## src/hw/rtl/sidec_pkg.sv

```systemverilog
`timescale 1ns / 1ps
// ----------------------------------------------------------------------------
// sidec_pkg: shared types and constants
// Controller states, the command and status groups between controller and
// datapath, and the ASCII codes of the decimal text.
// ----------------------------------------------------------------------------
package sidec_pkg;

	localparam int CHAR_W  = 6;
	localparam int DIGIT_W = 4;

	// ASCII codes, cut to the six bits that the character port carries.
	localparam logic [CHAR_W-1:0] CHAR_ZERO  = 6'd48;
	localparam logic [CHAR_W-1:0] CHAR_MINUS = 6'd45;

	typedef enum logic [1:0] {
		ST_IDLE,
		ST_CONV,
		ST_SIGN,
		ST_EMIT
	} state_t;

	typedef struct packed {
		logic load;
		logic conv_step;
		logic emit_shift;
		logic sel_sign;
	} ctrl_cmd_t;

	typedef struct packed {
		logic neg;
		logic conv_last;
		logic top_zero;
		logic left_one;
	} dp_stat_t;

endpackage

```

## src/hw/rtl/signed_int_to_decimal_ascii_unit.sv

```systemverilog
`timescale 1ns / 1ps
// ----------------------------------------------------------------------------
// signed_int_to_decimal_ascii_unit: signed integer to decimal ASCII text
// Converts one signed integer into its decimal characters, sign first,
// most significant digit first, with the final character flagged.
//
//   channel   signals                  handshake
//   -------   ----------------------   -------------------------------
//   input     value                    start & !busy takes one beat
//   result    character, last          strobe marks each beat
//
// A number goes through the bit-serial BCD conversion, a minus sign beat if
// it is negative, and the digit scan over NDIG digits; NDIG is the digit
// count of 2^(VALUE_WIDTH-1).
// busy drops in the cycle after the last character; start is taken then.
// Reset clears the sequencer; an item in flight is dropped.
// Results cannot be stalled: each beat stands for exactly one cycle.
// ----------------------------------------------------------------------------
module signed_int_to_decimal_ascii_unit #(
	parameter int VALUE_WIDTH = 32
) (
	input  logic                          clk,
	input  logic                          arst_n,
	input  logic                          start,
	output logic                          busy,
	input  logic signed [VALUE_WIDTH-1:0] value,
	output logic                          strobe,
	output logic [sidec_pkg::CHAR_W-1:0]  character,
	output logic                          last
);

	sidec_pkg::ctrl_cmd_t cmd;
	sidec_pkg::dp_stat_t  stat;

	sidec_ctrl u_ctrl (
		.clk    (clk),
		.arst_n (arst_n),
		.start  (start),
		.stat   (stat),
		.cmd    (cmd),
		.busy   (busy),
		.strobe (strobe),
		.last   (last)
	);

	sidec_dp #(
		.VALUE_WIDTH (VALUE_WIDTH)
	) u_dp (
		.clk       (clk),
		.arst_n    (arst_n),
		.value     (value),
		.cmd       (cmd),
		.stat      (stat),
		.character (character)
	);

	// A result beat only appears while a number is in progress.
	assert property (@(posedge clk) disable iff (!arst_n) strobe |-> busy)
		else $error("result beat while idle");

	// The minus sign is never the final character.
	assert property (@(posedge clk) disable iff (!arst_n)
		(strobe && character == sidec_pkg::CHAR_MINUS) |-> !last)
		else $error("minus sign flagged as last");

	// After the last character the unit is free for the next number.
	assert property (@(posedge clk) disable iff (!arst_n) (strobe && last) |=> !busy)
		else $error("still busy after last character");

	// An accepted number never produces a beat in the cycle that follows.
	assert property (@(posedge clk) disable iff (!arst_n) (start && !busy) |=> !strobe)
		else $error("result beat right after accept");

endmodule

```

## src/hw/rtl/sidec_dp.sv

```systemverilog
`timescale 1ns / 1ps
// ----------------------------------------------------------------------------
// sidec_dp: conversion datapath
// Forms the magnitude, turns it into BCD one bit per cycle (shift and add
// three), then shifts the BCD digits out most significant first.
// ----------------------------------------------------------------------------
module sidec_dp #(
	parameter int VALUE_WIDTH = 32
) (
	input  logic                           clk,
	input  logic                           arst_n,
	input  logic signed [VALUE_WIDTH-1:0]  value,
	input  sidec_pkg::ctrl_cmd_t           cmd,
	output sidec_pkg::dp_stat_t            stat,
	output logic [sidec_pkg::CHAR_W-1:0]   character
);

	// Decimal digits of 2^(VALUE_WIDTH-1): floor((VALUE_WIDTH-1)*log10(2)) + 1.
	localparam int NDIG  = ((VALUE_WIDTH - 1) * 30103) / 100000 + 1;
	localparam int BCD_W = NDIG * sidec_pkg::DIGIT_W;
	localparam int BIT_W = $clog2(VALUE_WIDTH);
	localparam int CNT_W = $clog2(NDIG + 1);

	logic [VALUE_WIDTH-1:0]        mag_q;
	logic [BCD_W-1:0]              bcd_q;
	logic [BCD_W-1:0]              bcd_adj;
	logic [BIT_W-1:0]              bit_cnt_q;
	logic [CNT_W-1:0]              dig_left_q;
	logic                          neg_q;
	logic [VALUE_WIDTH-1:0]        value_u;
	logic [VALUE_WIDTH-1:0]        mag_d;
	logic [sidec_pkg::DIGIT_W-1:0] top_digit;

	assign value_u = value;
	// Taken as unsigned, the negation of the most negative value is exact.
	assign mag_d   = value_u[VALUE_WIDTH-1] ? (~value_u + VALUE_WIDTH'(1)) : value_u;

	always_comb begin
		for (int i = 0; i < NDIG; i++) begin
			if (bcd_q[i*4 +: 4] >= 4'd5) begin
				bcd_adj[i*4 +: 4] = bcd_q[i*4 +: 4] + 4'd3;
			end else begin
				bcd_adj[i*4 +: 4] = bcd_q[i*4 +: 4];
			end
		end
	end

	always_ff @(posedge clk or negedge arst_n) begin
		if (!arst_n) begin
			bit_cnt_q  <= '0;
			dig_left_q <= '0;
			neg_q      <= 1'b0;
		end else if (cmd.load) begin
			bit_cnt_q  <= '0;
			dig_left_q <= CNT_W'(NDIG);
			neg_q      <= value_u[VALUE_WIDTH-1];
		end else begin
			if (cmd.conv_step) begin
				bit_cnt_q <= bit_cnt_q + BIT_W'(1);
			end
			if (cmd.emit_shift) begin
				dig_left_q <= dig_left_q - CNT_W'(1);
			end
		end
	end

	always_ff @(posedge clk) begin
		if (cmd.load) begin
			mag_q <= mag_d;
			bcd_q <= '0;
		end else if (cmd.conv_step) begin
			mag_q <= {mag_q[VALUE_WIDTH-2:0], 1'b0};
			bcd_q <= {bcd_adj[BCD_W-2:0], mag_q[VALUE_WIDTH-1]};
		end else if (cmd.emit_shift) begin
			bcd_q <= {bcd_q[BCD_W-sidec_pkg::DIGIT_W-1:0], {sidec_pkg::DIGIT_W{1'b0}}};
		end
	end

	assign top_digit = bcd_q[BCD_W-1 -: sidec_pkg::DIGIT_W];

	assign stat.neg       = neg_q;
	assign stat.conv_last = (bit_cnt_q == BIT_W'(VALUE_WIDTH - 1));
	assign stat.top_zero  = (top_digit == '0);
	assign stat.left_one  = (dig_left_q == CNT_W'(1));

	assign character = cmd.sel_sign ? sidec_pkg::CHAR_MINUS
	                                : sidec_pkg::CHAR_ZERO + {2'b00, top_digit};

endmodule

```

## src/hw/rtl/sidec_ctrl.sv

```systemverilog
`timescale 1ns / 1ps
// ----------------------------------------------------------------------------
// sidec_ctrl: conversion sequencer
// Steps the datapath through load, binary-to-BCD conversion, the sign beat
// for a negative value and the digit scan that drops leading zeros.
// ----------------------------------------------------------------------------
module sidec_ctrl (
	input  logic                 clk,
	input  logic                 arst_n,
	input  logic                 start,
	input  sidec_pkg::dp_stat_t  stat,
	output sidec_pkg::ctrl_cmd_t cmd,
	output logic                 busy,
	output logic                 strobe,
	output logic                 last
);

	sidec_pkg::state_t state_q;
	sidec_pkg::state_t state_d;
	logic              started_q;

	always_ff @(posedge clk or negedge arst_n) begin
		if (!arst_n) begin
			state_q   <= sidec_pkg::ST_IDLE;
			started_q <= 1'b0;
		end else begin
			state_q <= state_d;
			if (cmd.load) begin
				started_q <= 1'b0;
			end else if (state_q == sidec_pkg::ST_EMIT && strobe) begin
				started_q <= 1'b1;
			end
		end
	end

	always_comb begin
		state_d = state_q;
		unique case (state_q)
			sidec_pkg::ST_IDLE: begin
				if (start) begin
					state_d = sidec_pkg::ST_CONV;
				end
			end
			sidec_pkg::ST_CONV: begin
				if (stat.conv_last) begin
					state_d = stat.neg ? sidec_pkg::ST_SIGN : sidec_pkg::ST_EMIT;
				end
			end
			sidec_pkg::ST_SIGN: begin
				state_d = sidec_pkg::ST_EMIT;
			end
			sidec_pkg::ST_EMIT: begin
				if (stat.left_one) begin
					state_d = sidec_pkg::ST_IDLE;
				end
			end
			default: begin
				state_d = sidec_pkg::ST_IDLE;
			end
		endcase
	end

	always_comb begin
		cmd    = '0;
		busy   = 1'b1;
		strobe = 1'b0;
		last   = 1'b0;
		unique case (state_q)
			sidec_pkg::ST_IDLE: begin
				busy     = 1'b0;
				cmd.load = start;
			end
			sidec_pkg::ST_CONV: begin
				cmd.conv_step = 1'b1;
			end
			sidec_pkg::ST_SIGN: begin
				cmd.sel_sign = 1'b1;
				strobe       = 1'b1;
			end
			sidec_pkg::ST_EMIT: begin
				// Leading zeros are shifted away silently; the ones digit always goes out.
				cmd.emit_shift = 1'b1;
				strobe         = started_q | ~stat.top_zero | stat.left_one;
				last           = stat.left_one;
			end
			default: begin
				busy = 1'b1;
			end
		endcase
	end

endmodule

```

## config.mk

```make
export PLATFORM = sky130hd
export DESIGN_NAME = signed_int_to_decimal_ascii_unit
export DESIGN_NICKNAME = d
export VERILOG_FILES = /design/src/hw/rtl/sidec_pkg.sv /design/src/hw/rtl/signed_int_to_decimal_ascii_unit.sv /design/src/hw/rtl/sidec_dp.sv /design/src/hw/rtl/sidec_ctrl.sv
export SDC_FILE = /design/constraint.sdc
export NUM_CORES = 1
export LEC_CHECK = 0
export ABC_AREA = 1
export ABC_CLOCK_PERIOD_IN_PS = 2450
export BUFFER_PORTS_ARGS = -buffer_cell sky130_fd_sc_hd__buf_2
export CAP_MARGIN = 15
export CELL_PAD_IN_SITES_DETAIL_PLACEMENT = 0
export CELL_PAD_IN_SITES_GLOBAL_PLACEMENT = 1
export CORE_MARGIN = 2
export CORE_UTILIZATION = 41
export CTS_CLUSTER_DIAMETER = 150
export DETAILED_ROUTE_END_ITERATION = 8
export PLACE_DENSITY_LB_ADDON = 0.05
export RECOVER_POWER = 100
export SLEW_MARGIN = 20
export SYNTH_ARGS = -nofsm -noshare
export SYNTH_HDL_FRONTEND = slang
export SYNTH_SLANG_ARGS = --single-unit
```

## constraint.sdc

```tcl
create_clock -name clk -period 2.45 [get_ports clk]
set_clock_uncertainty 0.1 [all_clocks]
set_input_delay 0.245 -clock clk [delete_from_list [all_inputs] [get_ports clk]]
set_output_delay 0.245 -clock clk [all_outputs]
set_load 0.01 [all_outputs]
```

Word-level counts from Yosys, hierarchy flattened --
Index checks and enable logic that the tools add are counted.
Word-level totals: flip-flop bits (word level) 85, memories 0, memory bits (writable) 0, latch bits 0, ROM bits 0, logic and storage cells 85, input port bits 35, output and inout port bits 9
Operators by class: equality and inequality tests 8, bitwise operators 4, muxes and demuxes 34, $add $sub $neg 14, magnitude comparators 10, reductions and logical operators 8, div/mod/pow operators 0, multipliers 0, shift-type cells 0
Operator list (number):
- $mux 32 | 3
- $mux 40 | 2
- $mux 4 | 11
- $ge 4x3->1 const B | 10
- $add 4x2->4 const B | 9
- $add 32x1->32 const B | 1
- $not 32->32 | 1
- $mux 5 | 2
- $mux 1 | 9
- $pmux 2 s4 | 1
- $reduce_bool 2->1 | 4
- $add 5x5->6 const A | 1
- $mux 2 | 3
- $mux 6 | 1
- $add 5x1->5 const B | 1
- $eq 5x5->1 const B | 1
- $eq 2x2->1 const B | 2
- $eq 4x1->1 const B | 1
- $logic_not 4->1 | 1
- $ne 2x2->1 const B | 2
- $sub 4x1->4 const B | 1
- $add 3x2->3 const B | 1
- $mux 3 | 1
- $reduce_and 3->1 | 1
- 7 further kinds | 8

Logic depth before layout (Yosys ltp) --
word-level depth 8, depth in mapped cells 10, depth with buffers taken out 10

Hierarchy --
From an unflattened synthesis, not the netlist that was laid out.
Second synthesis, totals: cells, all modules 774, area, all modules 5637.9 µm²
Modules (own cells, without submodules):
- sidec_dp | cells each 734, area each 5356.4 µm², seq. area each 2011.9 µm², instances 1
- sidec_ctrl | cells each 40, area each 281.5 µm², seq. area each 75.1 µm², instances 1

Worst setup path after synthesis --
Ideal clock, no wire load.
path type register -> register, start point register u_ctrl.state_q[1], end point register u_dp.mag_q[0], enable pin, cell stages (with the launch flop) 8, path slack 100 ps, path buffers 3, data required time 1960 ps, clock period less this slack 2350 ps, setup time 390 ps, arrival time 1860 ps, cell sequence dfrtp_1 > inv_1 > ha_1 > buf_4 > inv_2 > buf_2 > buf_4 > nand2_1
On the way: word-level cells in the longest chain between the ends 3, elaborated cells between the ends (all ways) 5, classes of those cells 1 x eq/ne; 2 x mux; 2 x reduce/logical
RTL lines:
- start: declaration | RTL line sidec_ctrl.sv:18 | sidec_pkg::state_t state_q;
- start signal: assignment | RTL line sidec_ctrl.sv:24 | state_q <= sidec_pkg::ST_IDLE;
- start signal: assignment | RTL line sidec_ctrl.sv:27 | state_q <= state_d;
- $eq 2x1->1 / $logic_not 2->1 (equally long branches) | RTL line sidec_ctrl.sv:68 | unique case (state_q)
- $mux 1 | RTL line sidec_ctrl.sv:68
- $reduce_bool 2->1 (no line) (*)
- end signal: assignment | RTL line sidec_dp.sv:69 | mag_q <= mag_d;
- end signal: assignment | RTL line sidec_dp.sv:72 | mag_q <= {mag_q[VALUE_WIDTH-2:0], 1'b0};
- end: declaration | RTL line sidec_dp.sv:24 | logic [VALUE_WIDTH-1:0] mag_q;
Mark *: on every way between the ends. The rest lies on a longest branch, timed or not. A chain may end at the register's enable or synchronous reset.

Worst setup path in the final report --
start point register u_ctrl.state_q[1], end point register u_dp.bcd_q[11]
On the way: word-level cells in the longest chain between the ends 3, elaborated cells between the ends (all ways) 8, classes of those cells 2 x eq/ne; 4 x mux; 2 x reduce/logical
RTL lines:
- $eq 2x1->1 / $eq 2x2->1 (equally long branches) | RTL line sidec_ctrl.sv:68
- $mux 1 | RTL line sidec_ctrl.sv:68
- $mux 40 / $reduce_bool 2->1 (equally long branches)
- end signal: assignment | RTL line sidec_dp.sv:73 | bcd_q <= {bcd_adj[BCD_W-2:0], mag_q[VALUE_WIDTH-1]};
- end signal: assignment | RTL line sidec_dp.sv:75 | bcd_q <= {bcd_q[BCD_W-sidec_pkg::DIGIT_W-1:0], {sidec_pkg::DIGIT_W{1'b0}}};
- end: declaration | RTL line sidec_dp.sv:25 | logic [BCD_W-1:0] bcd_q;
Several ways; a longest one is shown, not always the timed one.

==> summary.md <==
| Metric | Value |
|---|---|
| Total congestion overflow | `0` |
| Synth area leaders | `edfxtp_1 17%, dfxtp_1 14%, o21ai_0 9.2%` |
| Syn Inst Count | `744` |
| Initial Util | `between 40% and 50%` |
| Min Tclk post-route | `2.22 ns` |
| Hold Crit Start | `value[0]` |
| Slowest-stage cell, CP | `nor2_2` |
| Design Area, Final | `just over 6000 µm²` |
| Final Hold Fails | `0` |
| PwrDens | `roughly 1300 nW/µm²` |
| Horiz. Die Dim | `121 µm` |
| First-pass detailed-route iteration total | `5` |
| Internal reg-to-reg setup slack | `~0.23 ns` |
| Largest net degree at the start of global routing | `63` |
| Hpwl dp | `9920 µm` |
| Register area share after synthesis | `37.3%` |
| Antenna Cells | `0` |
| Worst path depth | `7` |
| Post-CTS sizing | `0` |
| FF+latch count, synth | `85` |
| Status | `complete, no violations` |
| Row cnt | `42` |
| Number of DRC markers in iteration 0 | `272` |
| EDFF count, synth | `32` |
| Crit path buffers/inverters | `3` |
| CTS HTree Levels | `3` |
| Layout overhead on the synthesized area | `11.1%` |
| Leak | `between 2 and 3 nW` |
| Period utilization | `90.5%` |
| Worst setup EP type | `flop` |
| Critical setup path kind | `flop to flop` |
| Mux cell area share after synthesis | `0%` |
| # IOs | `44` |
| WL final | `13,700 µm` |
| Area leader, netlist | `edfxtp_1` |
| Crit start category | `flop` |
| Post-synthesis xor/xnor area fraction | `4.39%` |
| Synth Area in Adders | `6.94%` |
| Worst-path cell chain | `inv_1, ha_1, nor2_2, inv_2, buf_4, o21ai_0, a211oi_1` |
| CTS Buf Count | `9` |
| Vias per Instance | `5.19` |
| Worst hold-check path type | `input pin to flop` |
| RSZ-0062 raised after global routing | `false` |
| Hold Slack | `0.179 ns` |
| R2R Path End | `u_dp.bcd_q[11]$_SDFFE_PP0P_` |
| Global route hottest layer | `met2` |
| Final setup viols | `0` |
| FMAX | `451 MHz` |
| Worst Hold Endpoint | `u_dp.mag_q[0]$_SDFFCE_PN0P_` |
| Postcts setup bufs | `0` |
| Fraction of registers with async set or reset after synthesis | `15.3%` |
| Root buf cell | `clkbuf_16` |
| CTS tree | `yes` |
| Post-Synthesis Cell Area | `5590 µm²` |
| Vias | `4,986` |
| Total GRT Usage | `19.7%` |
| Remaining DRCs | `0` |
| R2R depth | `7` |
| Final nets | `845` |
| Share of post-route cells with drive strength above 1 | `between 10 and 15%` |
| Syn Nets | `810` |
| Primary FF master, synth | `dfxtp_1` |
| Worst slew margin | `between 50 and 60%` |
| Top-count cell post-synth | `nand2_1` |
| Worst vdd ir | `0.000416 V` |
| Max-cap violations | `0` |
| Die Ht | `121 µm` |
| Most frequent cells after synthesis | `133 x nand2_1, 103 x o21ai_0, 88 x inv_1` |
| Post-route setup TNS | `0 ns` |
| Crit path required time | `2.55 ns` |
| Crit-path max FO | `19` |
| Worst path max stage delay | `0.41 ns` |
| Core ar. | `13,300 µm²` |
| Post-cts hold buffer count | `1` |
| Wire per inst | `14.3 µm` |
| CTS Sinks | `85` |
| Fin. max-slew vios | `0` |
| Number of global-route vias before repair | `4,892` |
| Skew-Pair Late Insertion Delay | `~0.34 ns` |
| FF-to-FF Start | `u_ctrl.state_q[1]$_DFFE_PN0P_` |
| Number of port buffers | `42` |
| Die ar. | `around 15,000 µm²` |
| Remaining antenna violation count | `0` |
| Final Wtd Congestion | `approximately 0.86` |
| Worst-Margin Slew | `0.739 ns` |
| Largest family of logic cells by synthesized area | `simple AND/OR/NAND/NOR gates` |
| Worst-path clk slew | `0.06 ns` |
| Compound-Gate Fraction of Synth Area | `between 20% and 30%` |
| Yosys top cell area share | `17.2%` |
| Syn. warnings | `0` |
| Grt met1 use | `roughly 25%` |
| First-pass GRT wire length | `about 23,000 µm` |
| Met2 global-route usage | `33.9%` |
| Met3 Track Usage GR | `4.06%` |
| Delay-heaviest family, CP | `buffers and inverters` |
| DP Area | `about 6000 µm²` |
| Worst Hold Depth | `3` |
| Initial antenna violation count | `0` |
| Worst EP arrival | `2.32 ns` |
| Max clock buf depth | `2` |
| Total power | `between 7 and 8 mW` |
| Post-Synth Simple-Gate Area | `22.1%` |
| Syn avg cell area | `~7.5 µm²` |
| Final Util | `between 40% and 50%` |
| Library cells used by synthesis | `43` |
## layout make-up
class                   instances  area [µm²]
repair buffers                 54         297
clock buffers                  13         255
well taps                     176         220
fillers                      1371        7080
flip-flops and latches         85        2090
inverters                      93         349
multi-input cells             536        2990
clock inverters                 3        20.0
## routing by layer
metal | vias up | wire (µm)
li1 | 2572 | -
met1 | 2338 | 6570
met2 | 69 | 6600
met3 | 7 | 404
met4 | 0 | 158
met5 | - | 0
## worst register-to-register path, stage by stage, from the launching register on
cell	delay, ns
dfrtp_1	0.40
inv_1	0.11
ha_1	0.30
nor2_2	0.41
inv_2	0.25
buf_4	0.24
o21ai_0	0.19
a211oi_1	0.08
## stage by stage
step,cells,worst slack (ns)
final,960,0.234
after global routing,960,0.0784
after CTS,960,0.286
after detailed placement,943,0.336
after global placement,943,0.437
after floorplan,744,0.0998
## power by group
part           switching [mW]  internal [mW]  total, mW  leakage (nW)
registers               0.470           2.35       2.82         0.799
logic                    2.47           1.38       3.85          1.78
clock network           0.556          0.732       1.29         0.141
total                    3.50           4.46       7.96          2.72
## cells in the final DEF (no fill, tap or decap), types with 3 or more instances in the layout
| cell | netlist | final |
|---|---|---|
| ha_1 | 31 | 31 |
| clkbuf_16 | 0 | 9 |
| a211oi_1 | 6 | 6 |
| nor2_1 | 43 | 43 |
| a31oi_1 | 4 | 4 |
| nand4_1 | 7 | 7 |
| o21ai_1 | 10 | 4 |
| clkbuf_2 | 0 | 3 |
| dfxtp_1 | 40 | 40 |
| o211ai_1 | 4 | 4 |
| nor3_1 | 5 | 5 |
| nor2_2 | 9 | 10 |
| o21ai_0 | 103 | 109 |
| dfrtp_1 | 13 | 13 |
| nand2_1 | 133 | 134 |
| nand3_1 | 51 | 51 |
| buf_4 | 5 | 6 |
| edfxtp_1 | 32 | 32 |
| a21oi_1 | 57 | 57 |
| or2_1 | 3 | 3 |
| inv_1 | 88 | 91 |
| buf_2 | 8 | 34 |
| a221oi_1 | 6 | 6 |
| clkbuf_1 | 15 | 10 |
| nand2_2 | 8 | 7 |
| o21ai_2 | 3 | 3 |
| xnor2_1 | 6 | 6 |
| o221ai_1 | 2 | 3 |
| nor2_4 | 8 | 7 |
| xor2_1 | 22 | 22 |
## logic make-up after synthesis
| family | count (synthesis) |
|---|---|
| AO/OA/AOI/OAI | 204 |
| XOR/XNOR | 28 |
| adder cells (fa/ha/maj) | 31 |
| flip-flops | 85 |
| buffers and inverters | 123 |
| other | 1 |
| AND/OR/NAND/NOR | 272 |
## state kept, by name (all words and copies together), names as in the netlist
register          cells
u_dp.bcd_q           40
u_dp.mag_q           32
u_dp.bit_cnt_q        5
u_dp.dig_left_q       4
u_ctrl.state_q        2
u_ctrl.started_q      1
u_dp.neg_q            1
## how the worst max path moves through the flow
stage / start / to
2_1_floorplan: u_ctrl.state_q[1]$_DFFE_PN0P_ / u_dp.mag_q[0]$_SDFFCE_PN0P_
3_3_place_gp: u_ctrl.state_q[1]$_DFFE_PN0P_ / u_dp.bcd_q[15]$_SDFFE_PP0P_
3_5_place_dp: u_ctrl.state_q[1]$_DFFE_PN0P_ / u_dp.bcd_q[11]$_SDFFE_PP0P_
4_1_cts: u_ctrl.state_q[1]$_DFFE_PN0P_ / u_dp.bcd_q[11]$_SDFFE_PP0P_
5_1_grt: u_ctrl.state_q[1]$_DFFE_PN0P_ / u_dp.bcd_q[35]$_SDFFE_PP0P_
6_report: u_ctrl.state_q[1]$_DFFE_PN0P_ / u_dp.bcd_q[11]$_SDFFE_PP0P_
No activity file was read; power rests on OpenSTA's default activity.
